===== config.mk =====
export PLATFORM = sky130hd
export DESIGN_NAME = artdmx_packet_to_rgb_lights_unit
export DESIGN_NICKNAME = d
export VERILOG_FILES = /design/src/hw/rtl/artdmx_pkg.sv /design/src/hw/rtl/artdmx_parser.sv /design/src/hw/rtl/artdmx_out_reg.sv /design/src/hw/rtl/artdmx_packet_to_rgb_lights_unit.sv
export SDC_FILE = /design/constraint.sdc
export NUM_CORES = 1
export LEC_CHECK = 0
export BUFFER_PORTS_ARGS = -buffer_cell sky130_fd_sc_hd__buf_2
export CAP_MARGIN = 10
export CORE_UTILIZATION = 35
export DETAILED_ROUTE_END_ITERATION = 10
export SLEW_MARGIN = 20
export SYNTH_ARGS = -nofsm -noshare
export SYNTH_HDL_FRONTEND = slang
export SYNTH_SLANG_ARGS = --single-unit

===== constraint.sdc =====
create_clock -name i_clk -period 6.78 [get_ports i_clk]
set_clock_uncertainty 0.2 [all_clocks]
set_input_delay 0.339 -clock i_clk [delete_from_list [all_inputs] [get_ports i_clk]]
set_output_delay 0.339 -clock i_clk [all_outputs]
set_load 0.02 [all_outputs]

===== src/hw/rtl/artdmx_pkg.sv =====
// ----------------------------------------------------------------------------
// artdmx_pkg
// Shared types, opcodes, status codes and the header text for the ArtDmx
// receiver.
// ----------------------------------------------------------------------------
package artdmx_pkg;

    // Default sizing handed to the top level
    localparam int ARTDMX_MAX_LIGHTS       = 16;
    localparam int ARTDMX_MAX_PACKET_BYTES = 1024;

    // Opcode low bytes
    localparam logic [7:0] OPC_POLL        = 8'h20;
    localparam logic [7:0] OPC_POLL_REPLY  = 8'h21;
    localparam logic [7:0] OPC_DMX         = 8'h50;
    localparam logic [7:0] OPC_TOD_REQUEST = 8'h80;
    localparam logic [7:0] PROTO_VERSION   = 8'd14;

    // Packet status codes
    localparam logic [3:0] ST_DMX_APPLIED  = 4'd0;
    localparam logic [3:0] ST_POLL         = 4'd1;
    localparam logic [3:0] ST_TOD_REQUEST  = 4'd2;
    localparam logic [3:0] ST_POLL_REPLY   = 4'd3;
    localparam logic [3:0] ST_BAD_MAGIC    = 4'd4;
    localparam logic [3:0] ST_BAD_OPCODE   = 4'd5;
    localparam logic [3:0] ST_UNKNOWN_OPC  = 4'd6;
    localparam logic [3:0] ST_WRONG_VER    = 4'd7;
    localparam logic [3:0] ST_TOO_SHORT    = 4'd8;

    // One payload byte
    typedef struct packed {
        logic [7:0] data_byte;
        logic       end_of_packet;
    } t_in_item;

    // One result
    typedef struct packed {
        logic        result_is_status;
        logic [3:0]  status_code;
        logic [3:0]  light_index;
        logic [15:0] red_level;
        logic [15:0] green_level;
        logic [15:0] blue_level;
        logic        last_of_run;
    } t_out_item;

    // Parser handshake toward the input and output registers
    typedef struct packed {
        logic load;     // a result goes into the output register
        logic consume;  // the registered byte is finished
    } t_step;

    // Expected header text, zero terminated
    function automatic logic [7:0] magic_byte(input logic [2:0] idx);
        logic [7:0] ch;
        unique case (idx)
            3'd0:    ch = 8'h41;
            3'd1:    ch = 8'h72;
            3'd2:    ch = 8'h74;
            3'd3:    ch = 8'h2D;
            3'd4:    ch = 8'h4E;
            3'd5:    ch = 8'h65;
            3'd6:    ch = 8'h74;
            default: ch = 8'h00;
        endcase
        return ch;
    endfunction

endpackage


===== src/hw/rtl/artdmx_parser.sv =====
// ----------------------------------------------------------------------------
// artdmx_parser
// Per-packet header checks, channel limit, RGB triplet assembly and status
// classification for the byte held in the input register.
// ----------------------------------------------------------------------------
module artdmx_parser
    import artdmx_pkg::*;
#(
    parameter int MAX_LIGHTS       = ARTDMX_MAX_LIGHTS,
    parameter int MAX_PACKET_BYTES = ARTDMX_MAX_PACKET_BYTES
) (
    input  logic      i_clk,
    input  logic      i_rst_n,
    input  logic      i_cfg_we,
    input  logic [4:0] i_cfg_wdata,
    input  logic      i_item_valid,
    input  t_in_item  i_item,
    input  logic      i_out_free,
    output t_step     o_step,
    output t_out_item o_res
);

    localparam int POS_W     = $clog2(MAX_PACKET_BYTES + 1);
    localparam int LD_W      = $clog2(MAX_LIGHTS + 1);
    localparam int LIGHT_CAP = (MAX_LIGHTS < 31) ? MAX_LIGHTS : 31;
    localparam int LIM_W     = $clog2(3 * LIGHT_CAP + 1);
    localparam int CMP_W     = $clog2(3 * (MAX_LIGHTS + 1) + 1);

    localparam int P_FLAGS   = 8;
    localparam int P_OPCODE  = 9;
    localparam int P_VER_HI  = 10;
    localparam int P_VER_LO  = 11;
    localparam int P_LEN_HI  = 16;
    localparam int P_LEN_LO  = 17;
    localparam int P_DATA    = 18;

    localparam logic [1:0] PH_RED   = 2'd0;
    localparam logic [1:0] PH_GREEN = 2'd1;
    localparam logic [1:0] PH_BLUE  = 2'd2;

    logic [4:0]       r_light_count;
    logic [POS_W-1:0] r_pos,     n_pos;
    logic             r_magic,   n_magic;
    logic             r_opgood,  n_opgood;
    logic [7:0]       r_opcode,  n_opcode;
    logic             r_ver,     n_ver;
    logic [7:0]       r_len_hi,  n_len_hi;
    logic [LIM_W-1:0] r_lim,     n_lim;
    logic [1:0]       r_phase,   n_phase;
    logic [7:0]       r_red,     n_red;
    logic [7:0]       r_green,   n_green;
    logic [LD_W-1:0]  r_ld,      n_ld;
    logic             r_second,  n_second;

    logic             in_range;
    logic             dmx_ok;
    logic             has_light;
    logic             eop;
    logic [CMP_W-1:0] need_w;
    logic [15:0]      lights16;
    logic [15:0]      cap16;
    logic [15:0]      full16;
    logic [3:0]       status;
    logic             go;

    // Configuration register
    always_ff @(posedge i_clk) begin
        if (!i_rst_n) begin
            r_light_count <= 5'd1;
        end else if (i_cfg_we) begin
            r_light_count <= i_cfg_wdata;
        end
    end

    // Clamp the channel count to three per driven light
    always_comb begin
        lights16 = 16'(r_light_count);
        if (lights16 > 16'(MAX_LIGHTS)) begin
            lights16 = 16'(MAX_LIGHTS);
        end
        cap16  = 16'(lights16 * 16'd3);
        full16 = {r_len_hi, i_item.data_byte};
    end

    // Decode the registered byte against the current packet state
    always_comb begin
        n_pos    = r_pos;
        n_magic  = r_magic;
        n_opgood = r_opgood;
        n_opcode = r_opcode;
        n_ver    = r_ver;
        n_len_hi = r_len_hi;
        n_lim    = r_lim;
        n_phase  = r_phase;
        n_red    = r_red;
        n_green  = r_green;
        n_ld     = r_ld;
        in_range = r_pos < POS_W'(MAX_PACKET_BYTES);
        dmx_ok   = r_magic && r_opgood && (r_opcode == OPC_DMX) && r_ver;
        need_w   = CMP_W'((CMP_W'(r_ld) + CMP_W'(1)) * CMP_W'(3));
        has_light = in_range && (r_pos >= POS_W'(P_DATA)) && (r_phase == PH_BLUE) &&
                    dmx_ok && (need_w <= CMP_W'(r_lim));
        if (in_range) begin
            priority if (r_pos < POS_W'(P_FLAGS)) begin
                if (i_item.data_byte != magic_byte(r_pos[2:0])) begin
                    n_magic = 1'b0;
                end
            end else if (r_pos == POS_W'(P_FLAGS)) begin
                if (i_item.data_byte != 8'h00) begin
                    n_opgood = 1'b0;
                end
            end else if (r_pos == POS_W'(P_OPCODE)) begin
                n_opcode = i_item.data_byte;
            end else if (r_pos == POS_W'(P_VER_HI)) begin
                if (i_item.data_byte != 8'h00) begin
                    n_ver = 1'b0;
                end
            end else if (r_pos == POS_W'(P_VER_LO)) begin
                if (i_item.data_byte != PROTO_VERSION) begin
                    n_ver = 1'b0;
                end
            end else if (r_pos == POS_W'(P_LEN_HI)) begin
                n_len_hi = i_item.data_byte;
            end else if (r_pos == POS_W'(P_LEN_LO)) begin
                n_lim = LIM_W'((full16 > cap16) ? cap16 : full16);
            end else if (r_pos >= POS_W'(P_DATA)) begin
                unique case (r_phase)
                    PH_RED: begin
                        n_red   = i_item.data_byte;
                        n_phase = PH_GREEN;
                    end
                    PH_GREEN: begin
                        n_green = i_item.data_byte;
                        n_phase = PH_BLUE;
                    end
                    default: begin
                        if (r_ld < LD_W'(MAX_LIGHTS)) begin
                            n_ld = LD_W'(r_ld + LD_W'(1));
                        end
                        n_phase = PH_RED;
                    end
                endcase
            end else begin
                n_pos = r_pos;
            end
            n_pos = POS_W'(r_pos + POS_W'(1));
        end
    end

    // Classify the packet from the state after this byte
    always_comb begin
        if (n_pos <= POS_W'(10)) begin
            status = ST_TOO_SHORT;
        end else if (!n_magic) begin
            status = ST_BAD_MAGIC;
        end else if (!n_opgood) begin
            status = ST_BAD_OPCODE;
        end else begin
            unique case (n_opcode)
                OPC_POLL:        status = ST_POLL;
                OPC_TOD_REQUEST: status = ST_TOD_REQUEST;
                OPC_POLL_REPLY:  status = ST_POLL_REPLY;
                OPC_DMX: begin
                    status = (n_ver && (n_pos >= POS_W'(12))) ? ST_DMX_APPLIED
                                                             : ST_WRONG_VER;
                end
                default:         status = ST_UNKNOWN_OPC;
            endcase
        end
    end

    // Pick the result for this cycle; a light update goes ahead of the status
    always_comb begin
        eop      = i_item.end_of_packet;
        o_res    = '0;
        n_second = r_second;
        o_step   = '0;
        go       = 1'b0;
        if (r_second || (!has_light && eop)) begin
            o_res.result_is_status = 1'b1;
            o_res.status_code      = status;
            o_res.last_of_run      = 1'b1;
        end else begin
            o_res.light_index = 4'(r_ld);
            o_res.red_level   = {r_red, 8'h00};
            o_res.green_level = {r_green, 8'h00};
            o_res.blue_level  = {i_item.data_byte, 8'h00};
            o_res.last_of_run = !eop;
        end
        if (i_item_valid) begin
            if (has_light || eop) begin
                go          = i_out_free;
                o_step.load = i_out_free;
            end else begin
                go = 1'b1;
            end
        end
        if (go) begin
            if (has_light && eop && !r_second) begin
                n_second = 1'b1;
            end else begin
                n_second       = 1'b0;
                o_step.consume = 1'b1;
            end
        end
    end

    // Advance packet state; end of packet starts the next one clean
    always_ff @(posedge i_clk) begin
        if (!i_rst_n || (o_step.consume && eop)) begin
            r_pos    <= '0;
            r_magic  <= 1'b1;
            r_opgood <= 1'b1;
            r_opcode <= '0;
            r_ver    <= 1'b1;
            r_len_hi <= '0;
            r_lim    <= '0;
            r_phase  <= PH_RED;
            r_red    <= '0;
            r_green  <= '0;
            r_ld     <= '0;
        end else if (o_step.consume) begin
            r_pos    <= n_pos;
            r_magic  <= n_magic;
            r_opgood <= n_opgood;
            r_opcode <= n_opcode;
            r_ver    <= n_ver;
            r_len_hi <= n_len_hi;
            r_lim    <= n_lim;
            r_phase  <= n_phase;
            r_red    <= n_red;
            r_green  <= n_green;
            r_ld     <= n_ld;
        end
    end

    always_ff @(posedge i_clk) begin
        if (!i_rst_n) begin
            r_second <= 1'b0;
        end else begin
            r_second <= n_second;
        end
    end

    // The status half of a split byte waits only on a held end-of-packet byte
    a_second_held: assert property (@(posedge i_clk) disable iff (!i_rst_n)
        r_second |-> (i_item_valid && i_item.end_of_packet))
        else $error("second result pending without an end-of-packet byte");

    a_second_done: assert property (@(posedge i_clk) disable iff (!i_rst_n)
        (r_second && o_step.consume) |=> !r_second)
        else $error("second result not retired after consume");

    a_phase_ok: assert property (@(posedge i_clk) disable iff (!i_rst_n)
        r_phase != 2'd3)
        else $error("triplet phase out of range");

    a_ld_sat: assert property (@(posedge i_clk) disable iff (!i_rst_n)
        r_ld <= LD_W'(MAX_LIGHTS))
        else $error("light counter above its limit");

endmodule


===== src/hw/rtl/artdmx_out_reg.sv =====
// ----------------------------------------------------------------------------
// artdmx_out_reg
// Result register on the output channel; holds a result until it is taken.
// ----------------------------------------------------------------------------
module artdmx_out_reg
    import artdmx_pkg::*;
(
    input  logic      i_clk,
    input  logic      i_rst_n,
    input  logic      i_load,
    input  t_out_item i_res,
    output logic      o_free,
    output logic      o_out_valid,
    input  logic      i_out_ready,
    output t_out_item o_out_data
);

    logic      r_valid;
    t_out_item r_data;

    // Free when empty or when the held transaction completes now
    assign o_free = !r_valid || i_out_ready;

    always_ff @(posedge i_clk) begin
        if (!i_rst_n) begin
            r_valid <= 1'b0;
        end else if (o_free) begin
            r_valid <= i_load;
        end
    end

    // Hold the payload while stalled
    always_ff @(posedge i_clk) begin
        if (o_free && i_load) begin
            r_data <= i_res;
        end
    end

    assign o_out_valid = r_valid;
    assign o_out_data  = r_data;

endmodule


===== src/hw/rtl/artdmx_packet_to_rgb_lights_unit.sv =====
// ----------------------------------------------------------------------------
// artdmx_packet_to_rgb_lights_unit
// ArtDmx receiver: checks a byte stream as Art-Net and emits RGB light
// updates and one status result per packet.
// ----------------------------------------------------------------------------
// Usage:
//   Input channel (i_in_valid / o_in_ready / i_in_data) takes one UDP payload
//   byte per transaction, end_of_packet set on the last byte of a datagram.
//   Output channel (o_out_valid / i_out_ready / o_out_data) gives light
//   updates (one per complete RGB triplet inside the clamped channel count)
//   and a status result after each packet's last byte.
//   i_cfg_we / i_cfg_wdata write the light count; write only while idle.
// Path: a byte is registered in the input register at acceptance, parsed
//   from there and its result is registered in the output register.
// Throughput: one byte per cycle unless the output stalls. A packet's last
//   byte that also completes an emitted triplet holds the parser for both
//   results, since the single output register takes one result per cycle.
// Reset: light count returns to 1, packet state is cleared, both valids low.
// Stall: the output register holds its result; the next byte that has a
//   result waits in the input register, o_in_ready low till the output frees.
// ----------------------------------------------------------------------------
module artdmx_packet_to_rgb_lights_unit
    import artdmx_pkg::*;
#(
    parameter int MAX_LIGHTS       = ARTDMX_MAX_LIGHTS,
    parameter int MAX_PACKET_BYTES = ARTDMX_MAX_PACKET_BYTES
) (
    input  logic       i_clk,
    input  logic       i_rst_n,
    input  logic       i_cfg_we,
    input  logic [4:0] i_cfg_wdata,
    input  logic       i_in_valid,
    output logic       o_in_ready,
    input  t_in_item   i_in_data,
    output logic       o_out_valid,
    input  logic       i_out_ready,
    output t_out_item  o_out_data
);

    logic      r_in_valid;
    t_in_item  r_in_data;
    t_step     step;
    t_out_item res;
    logic      out_free;

    // Take a new byte when the register is empty or its byte retires now
    assign o_in_ready = !r_in_valid || step.consume;

    always_ff @(posedge i_clk) begin
        if (!i_rst_n) begin
            r_in_valid <= 1'b0;
        end else if (o_in_ready) begin
            r_in_valid <= i_in_valid;
        end
    end

    always_ff @(posedge i_clk) begin
        if (o_in_ready && i_in_valid) begin
            r_in_data <= i_in_data;
        end
    end

    // Parse the held byte
    artdmx_parser #(
        .MAX_LIGHTS       (MAX_LIGHTS),
        .MAX_PACKET_BYTES (MAX_PACKET_BYTES)
    ) u_parser (
        .i_clk        (i_clk),
        .i_rst_n      (i_rst_n),
        .i_cfg_we     (i_cfg_we),
        .i_cfg_wdata  (i_cfg_wdata),
        .i_item_valid (r_in_valid),
        .i_item       (r_in_data),
        .i_out_free   (out_free),
        .o_step       (step),
        .o_res        (res)
    );

    // Register results toward the receiver
    artdmx_out_reg u_out_reg (
        .i_clk       (i_clk),
        .i_rst_n     (i_rst_n),
        .i_load      (step.load),
        .i_res       (res),
        .o_free      (out_free),
        .o_out_valid (o_out_valid),
        .i_out_ready (i_out_ready),
        .o_out_data  (o_out_data)
    );

endmodule


# Word level (Yosys, flattened, before mapping)
# Index checks and enable logic that the tools add are counted.
[op_classes] mux=39 order_cmp=9 n_reduce_logical=39 n_eq_ne=21 add_sub_neg=3 n_bitwise=11 multipliers=2
[op_table] op="$mux 8" count=6
[op_table] op="$eq 11x4->1 const B" count=4
[op_table] op="$pmux 7 s6" count=1
[op_table] op="$eq 11x5->1 const B" count=2
[op_table] op="$mux 1" count=22
[op_table] op="$reduce_and 11->1" count=2
[op_table] op="$eq 8x6->1 const B" count=2
[op_table] op="$eq 8x7->1 const B" count=2
[op_table] op="$gt 16x7->1" count=1
[op_table] op="$pmux 4 s4" count=1
[op_table] op="$logic_and 1x1->1" count=14
[op_table] op="$mux 4" count=3
[op_table] op="$reduce_and 12->1" count=1
[op_table] op="$add 11x1->11 const B" count=1
[op_table] op="$ge 11x4->1 const B" count=1
[op_table] op="$ge 11x5->1 const B" count=1
[op_table] op="$le 11x4->1 const B" count=1
[op_table] op="$lt 11x11->1 const B" count=1
[op_table] op="$lt 11x4->1 const B" count=1
[op_table] op="$mux 11" count=1
[op_table] op="$not 1->1" count=11
[op_table] op="$mux 5" count=2
[op_table] op="$reduce_and 10->1" count=1
[op_table] op="$eq 3x3->1 const B" count=3
[op_table] op="other kinds (27)" count=39
[totals] output_inout_bits=60 elab_cells=154 ff_bits=134

# Logic depth before layout (Yosys ltp)
[depth] depth_word=15 depth_mapped=17 depth_no_buf=16

# Cells and area by module
# From an unflattened synthesis, not the netlist that was laid out.
[unflattened] hier_cells=654 area_unflattened_um2=6861.6
[modules_own_cells] mod="artdmx_parser" area_each_um2=4734.5 cells_per_inst=577 n_inst=1
[modules_own_cells] mod="artdmx_out_reg" area_each_um2=1799.2 cells_per_inst=63 n_inst=1
[modules_own_cells] mod="artdmx_packet_to_rgb_lights_unit" area_each_um2=327.8 cells_per_inst=14 n_inst=1

# Worst setup path after synthesis
# OpenSTA, ideal clock, no wires.
[synth_path] path_kind="flip-flop to flip-flop" from="reg u_parser.r_ld[2]" to="reg u_out_reg.r_data (netlist bit u_out_reg.o_out_data[0]) (enable)" setup_slack_ns=1.786 stages_incl_launch_ff=17 n_path_buf=2 synth_period_minus_slack_ns=4.994 arrival_time_ns=4.369 t_required_ns=6.155 cell_sequence="dfxtp_1 -> clkbuf_1 -> and3_1 -> xor2_1 -> ha_1 -> a21oi_1 -> a21oi_1 -> nor2_1 -> xnor2_1 -> ha_1 -> a21o_1 -> a21oi_1 -> a21oi_1 -> clkbuf_1 -> nor2_1 -> nor2_1 -> nor2_1"
[synth_between] elab_chain_cells=8
[synth_rtl] element="start: declaration" line_no="artdmx_parser.sv:52" source="logic [LD_W-1:0] r_ld, n_ld;"
[synth_rtl] element="start signal: assignment" line_no="artdmx_parser.sv:233" source="r_ld <= n_ld;"
[synth_rtl] element="$add 5x1->6" line_no="artdmx_parser.sv:100" source="need_w = CMP_W'((CMP_W'(r_ld) + CMP_W'(1)) * CMP_W'(3));"
[synth_rtl] element="$mul 6x2->6" line_no="artdmx_parser.sv:100"
[synth_rtl] element="$le 6x6->1" line_no="artdmx_parser.sv:102" source="dmx_ok && (need_w <= CMP_W'(r_lim));"
[synth_rtl] element="$logic_and 1x1->1" line_no="artdmx_parser.sv:102"
[synth_rtl] element="$logic_or 1x1->1" line_no="artdmx_parser.sv:191" source="if (has_light || eop) begin"
[synth_rtl] element="$mux 1" line_no="artdmx_parser.sv:191"
[synth_rtl] element="$mux 1" line_no="artdmx_parser.sv:190" source="if (i_item_valid) begin"
[synth_rtl] element="$logic_and 1x1->1" line_no="artdmx_out_reg.sv:34" source="if (o_free && i_load) begin"
[synth_rtl] element="end signal: assignment" line_no="artdmx_out_reg.sv:35" source="r_data <= i_res;"
[synth_rtl] element="end: declaration" line_no="artdmx_out_reg.sv:19" source="t_out_item r_data;"
# Every way passes these cells.
# A chain may end at the register's enable or synchronous reset.

# Final worst setup path
[layout_path] from="reg u_parser.r_ld[0]" to="reg u_out_reg.r_data (netlist bit u_out_reg.o_out_data[28]) (enable)"
# Same word-level chain as after synthesis.

==> summary.txt <==
Run status
  – Status: finished clean

Synthesis
  – EDFF count, synth: 43
  – Yosys cell types: 60
  – Post-Syn Area: 6000 µm²
  – Post-Syn Instances: 628
  – Top area cells in the synthesized netlist: dfxtp_1, edfxtp_1, mux2i_1, ha_1, nor2_1
  – Async S/R FF share, synth: 0%
  – Yosys top cell area share: 22.4%
  – Sequential-to-total area share from yosys stat: 43.9%
  – Synthesized flop and latch total: 110
  – Area leader, netlist: dfxtp_1
  – Ys flop type: dfxtp_1
  – Synth Warn #: 0
  – Synth Area per Inst: 9.55 µm²

Floorplan
  – DIE AREA: 17700 µm²
  – Die H: 133 µm
  – Site Rows: 47
  – Core Box Area: 16600 µm²
  – Number of top-level pins: 79
  – Initial Util: 36.0%
  – Die width: 133 µm

Clock network
  – CTS tree: done
  – Clk_lat worst skew: 0.36 ns
  – TritonCTS Buffers: 9
  – CTS sink count: 110
  – Postcts setup bufs: 0
  – H-Tree Depth: 3
  – PostCTS Resize Cnt: 0
  – Max clock buf depth: 2
  – CTS clk-pin slew, worst paths: 0.07 ns
  – CTS Hold Bufs: 10
  – Clk root buf: clkbuf_16

Detailed routing
  – DRT Wirelength: 13300 µm
  – Final ANT Viol Nets: 0
  – Via count: 4478
  – Drt via density: 5.01
  – TritonRoute pass-1 iters: 5
  – DR DRC count: 0
  – Wire per inst: 14.9 µm
  – Drt initial violations: 233

Critical path
  – CP peak stage delay: 0.76 ns
  – Critical-path maximum fanout: 34
  – CP Cell Sequence: ha_1 -> xor2_1 -> ha_1 -> a21oi_1 -> a21oi_1 -> nor2_1 -> xnor2_1 -> ha_1 -> a21o_1 -> a21oi_1 -> a21oi_1 -> buf_2 -> nor2_1 -> nor2_1 -> nor2_4
  – CP max-delay cell: nor2_4
  – Worst Setup Start Kind: flop
  – Worst Path Arrival: 4.39 ns
  – Critical Path Most Common Cell: a21oi_1
  – Critical path class: reg -> reg
  – Worst endpoint required time: 6.55 ns
  – CP endpoint kind: flop

Placed design
  – Post-place setup slack: 1.65 ns
  – GPL Wtd Cong: 0.854
  – Post-DP Area: 6310 µm²
  – Port buffer count: 54
  – DP HPWL: 9600 µm

GRT
  – Largest net degree at the start of global routing: 47
  – Vias in the first global route: 4351
  – Total GRT Usage: 15.7%
  – Initial antenna violation count: 0
  – Global-route wire length before repair: 21900 µm
  – Total gr overflow: 0

Final layout
  – P&R area growth vs syn: 12.5%
  – Final nets: 713
  – Final non-filler cell area: 6750 µm²
  – Finished Core Util: 40.5%
  – ANT cells: 0
  – Share of layout cells above drive strength 1: 12.5%

Pwr
  – PD cells: 210 nW/µm²
  – VDD IR-drop max: 0.133 mV
  – Clock share of power: 39.9%
  – Combinational power share: 9.3%
  – Part of the power in registers: 50.8%
  – Total Power: 1.42 mW
  – Switching Fraction: 23.9%
  – P_sw: 0.338 mW
  – P_int: 1.08 mW
  – Static Leak: 2.67 nW

Min path
  – HP Class: in -> reg

STA
  – Slew margin rel.: 35.3%
  – Final hold violations: 0
  – Min cycle time layout: 4.62 ns
  – Fmax: 217 MHz
  – Final setup violation count: 0
  – Worst setup margin: 2.16 ns
  – Count of pins over their slew limit: 0
  – Worst-margin pin slew: 0.967 ns
  – RSZ-0062 raised after global routing: no
  – Crit share post-route: 68.1%
  – Setup TNS: 0 ns

Job
  – Maxcap violations: 0
## Yosys cell counts, types with 3 or more instances
cell type,instances
nor2_1,74
dfxtp_1,67
mux2i_1,53
edfxtp_1,43
a21oi_1,31
clkbuf_1,28
inv_1,27
and2_1,25
ha_1,25
buf_4,24
nand2_1,24
o21ai_0,19
nand3_1,18
or3_1,13
nor2b_1,12
xnor2_1,11
nand2b_1,9
nor3_1,9
a21o_1,8
xor2_1,8
a31oi_1,7
a211oi_1,6
nor4_1,6
o31ai_1,6
nand4_1,5
or4_1,5
buf_2,4
buf_6,4
nand3b_1,4
o211ai_1,4
and3_1,3
buf_1,3
nand4b_1,3
o21ai_1,3
or2_2,3
## state kept, by name, indices dropped and copies added, names as in the netlist, 6 cells and up
name,cells
r_in_data,9
u_out_reg.o_out_data,34
u_parser.r_green,8
u_parser.r_len_hi,8
u_parser.r_lim,6
u_parser.r_opcode,8
u_parser.r_pos,11
u_parser.r_red,8
## through the flow
step	std cells	hold slack (ns)
floorplan	651	0.233
global placement	866	0.267
detailed placement	866	0.274
CTS	892	0.0353
global route	893	0.0565
finish	893	0.0436
## power by group through the flow
stage | logic [mW] | registers (mW) | clock network (mW)
floorplan | 0.103 | 0.731 | 0
global route | 0.148 | 0.721 | 0.603
detailed placement | 0.128 | 0.734 | 0
global placement | 0.124 | 0.734 | 0
CTS | 0.133 | 0.719 | 0.580
finish | 0.132 | 0.719 | 0.565
## cells by family after synthesis
group | after synthesis | share of synthesized area [%]
buf+inv | 90 | 7.72
mux | 55 | 9.22
other cells | 1 | 0.0625
fa+ha+maj | 27 | 5.72
simple gates | 226 | 19.8
xor+xnor | 19 | 2.77
compound gates | 100 | 10.8
flops | 110 | 43.9
## worst max-delay path: cells and delay by family, from the launching register on
kind	cells	cell delay, ns
flops	1	0.47
buf+inv	1	0.23
fa+ha+maj	3	0.88
xor+xnor	2	0.53
simple gates	4	1.16
compound gates	5	0.74
## layout by cell type (no fill, tap or decap), drive strengths merged, types with 7 or more instances in the layout
cell type	count
a31oi	7
nor2b	12
xor2	8
nand2	24
conb	24
clkbuf	12
a21o	8
dfxtp	67
nand2b	9
o21ai	22
a21oi	31
inv	28
or3	14
nor2	74
nand3	18
buf	59
mux2i	53
and2	25
edfxtp	43
nor3	9
xnor2	11
ha	25
dlygate4sd3	10
## layout make-up
cell class / instances / area (µm²)
well taps: 220 / 275
fillers: 1655 / 9900
clock buffers: 12 / 279
flip-flops and latches: 110 / 2630
clock inverters: 4 / 47.5
inverters: 27 / 101
multi-input cells: 451 / 3010
repair buffers: 69 / 405
## worst paths after layout
kind,slack [ns],start,end,cells past startpoint
max,2.16,u_parser.r_ld[0]$_SDFFE_PP0P_,u_out_reg.o_out_data[28]$_SDFFCE_PN0P_,15
min,0.04,i_cfg_wdata[3],u_parser.r_light_count[3]$_SDFFE_PN0P_,3
max reg2reg,2.16,u_parser.r_ld[0]$_SDFFE_PP0P_,u_out_reg.o_out_data[28]$_SDFFCE_PN0P_,15
min reg2reg,0.29,u_parser.r_red[1]$_SDFFE_PP0P_,u_parser.r_red[1]$_SDFFE_PP0P_,2
## metal layers
metal	GRT usage [%]	part of all wire [%]
met5	0	0
met1	19.7	44
met2	27.1	49
met4	6.00	1.7
met3	2.38	4.4
No activity file was read; power rests on OpenSTA's default activity.
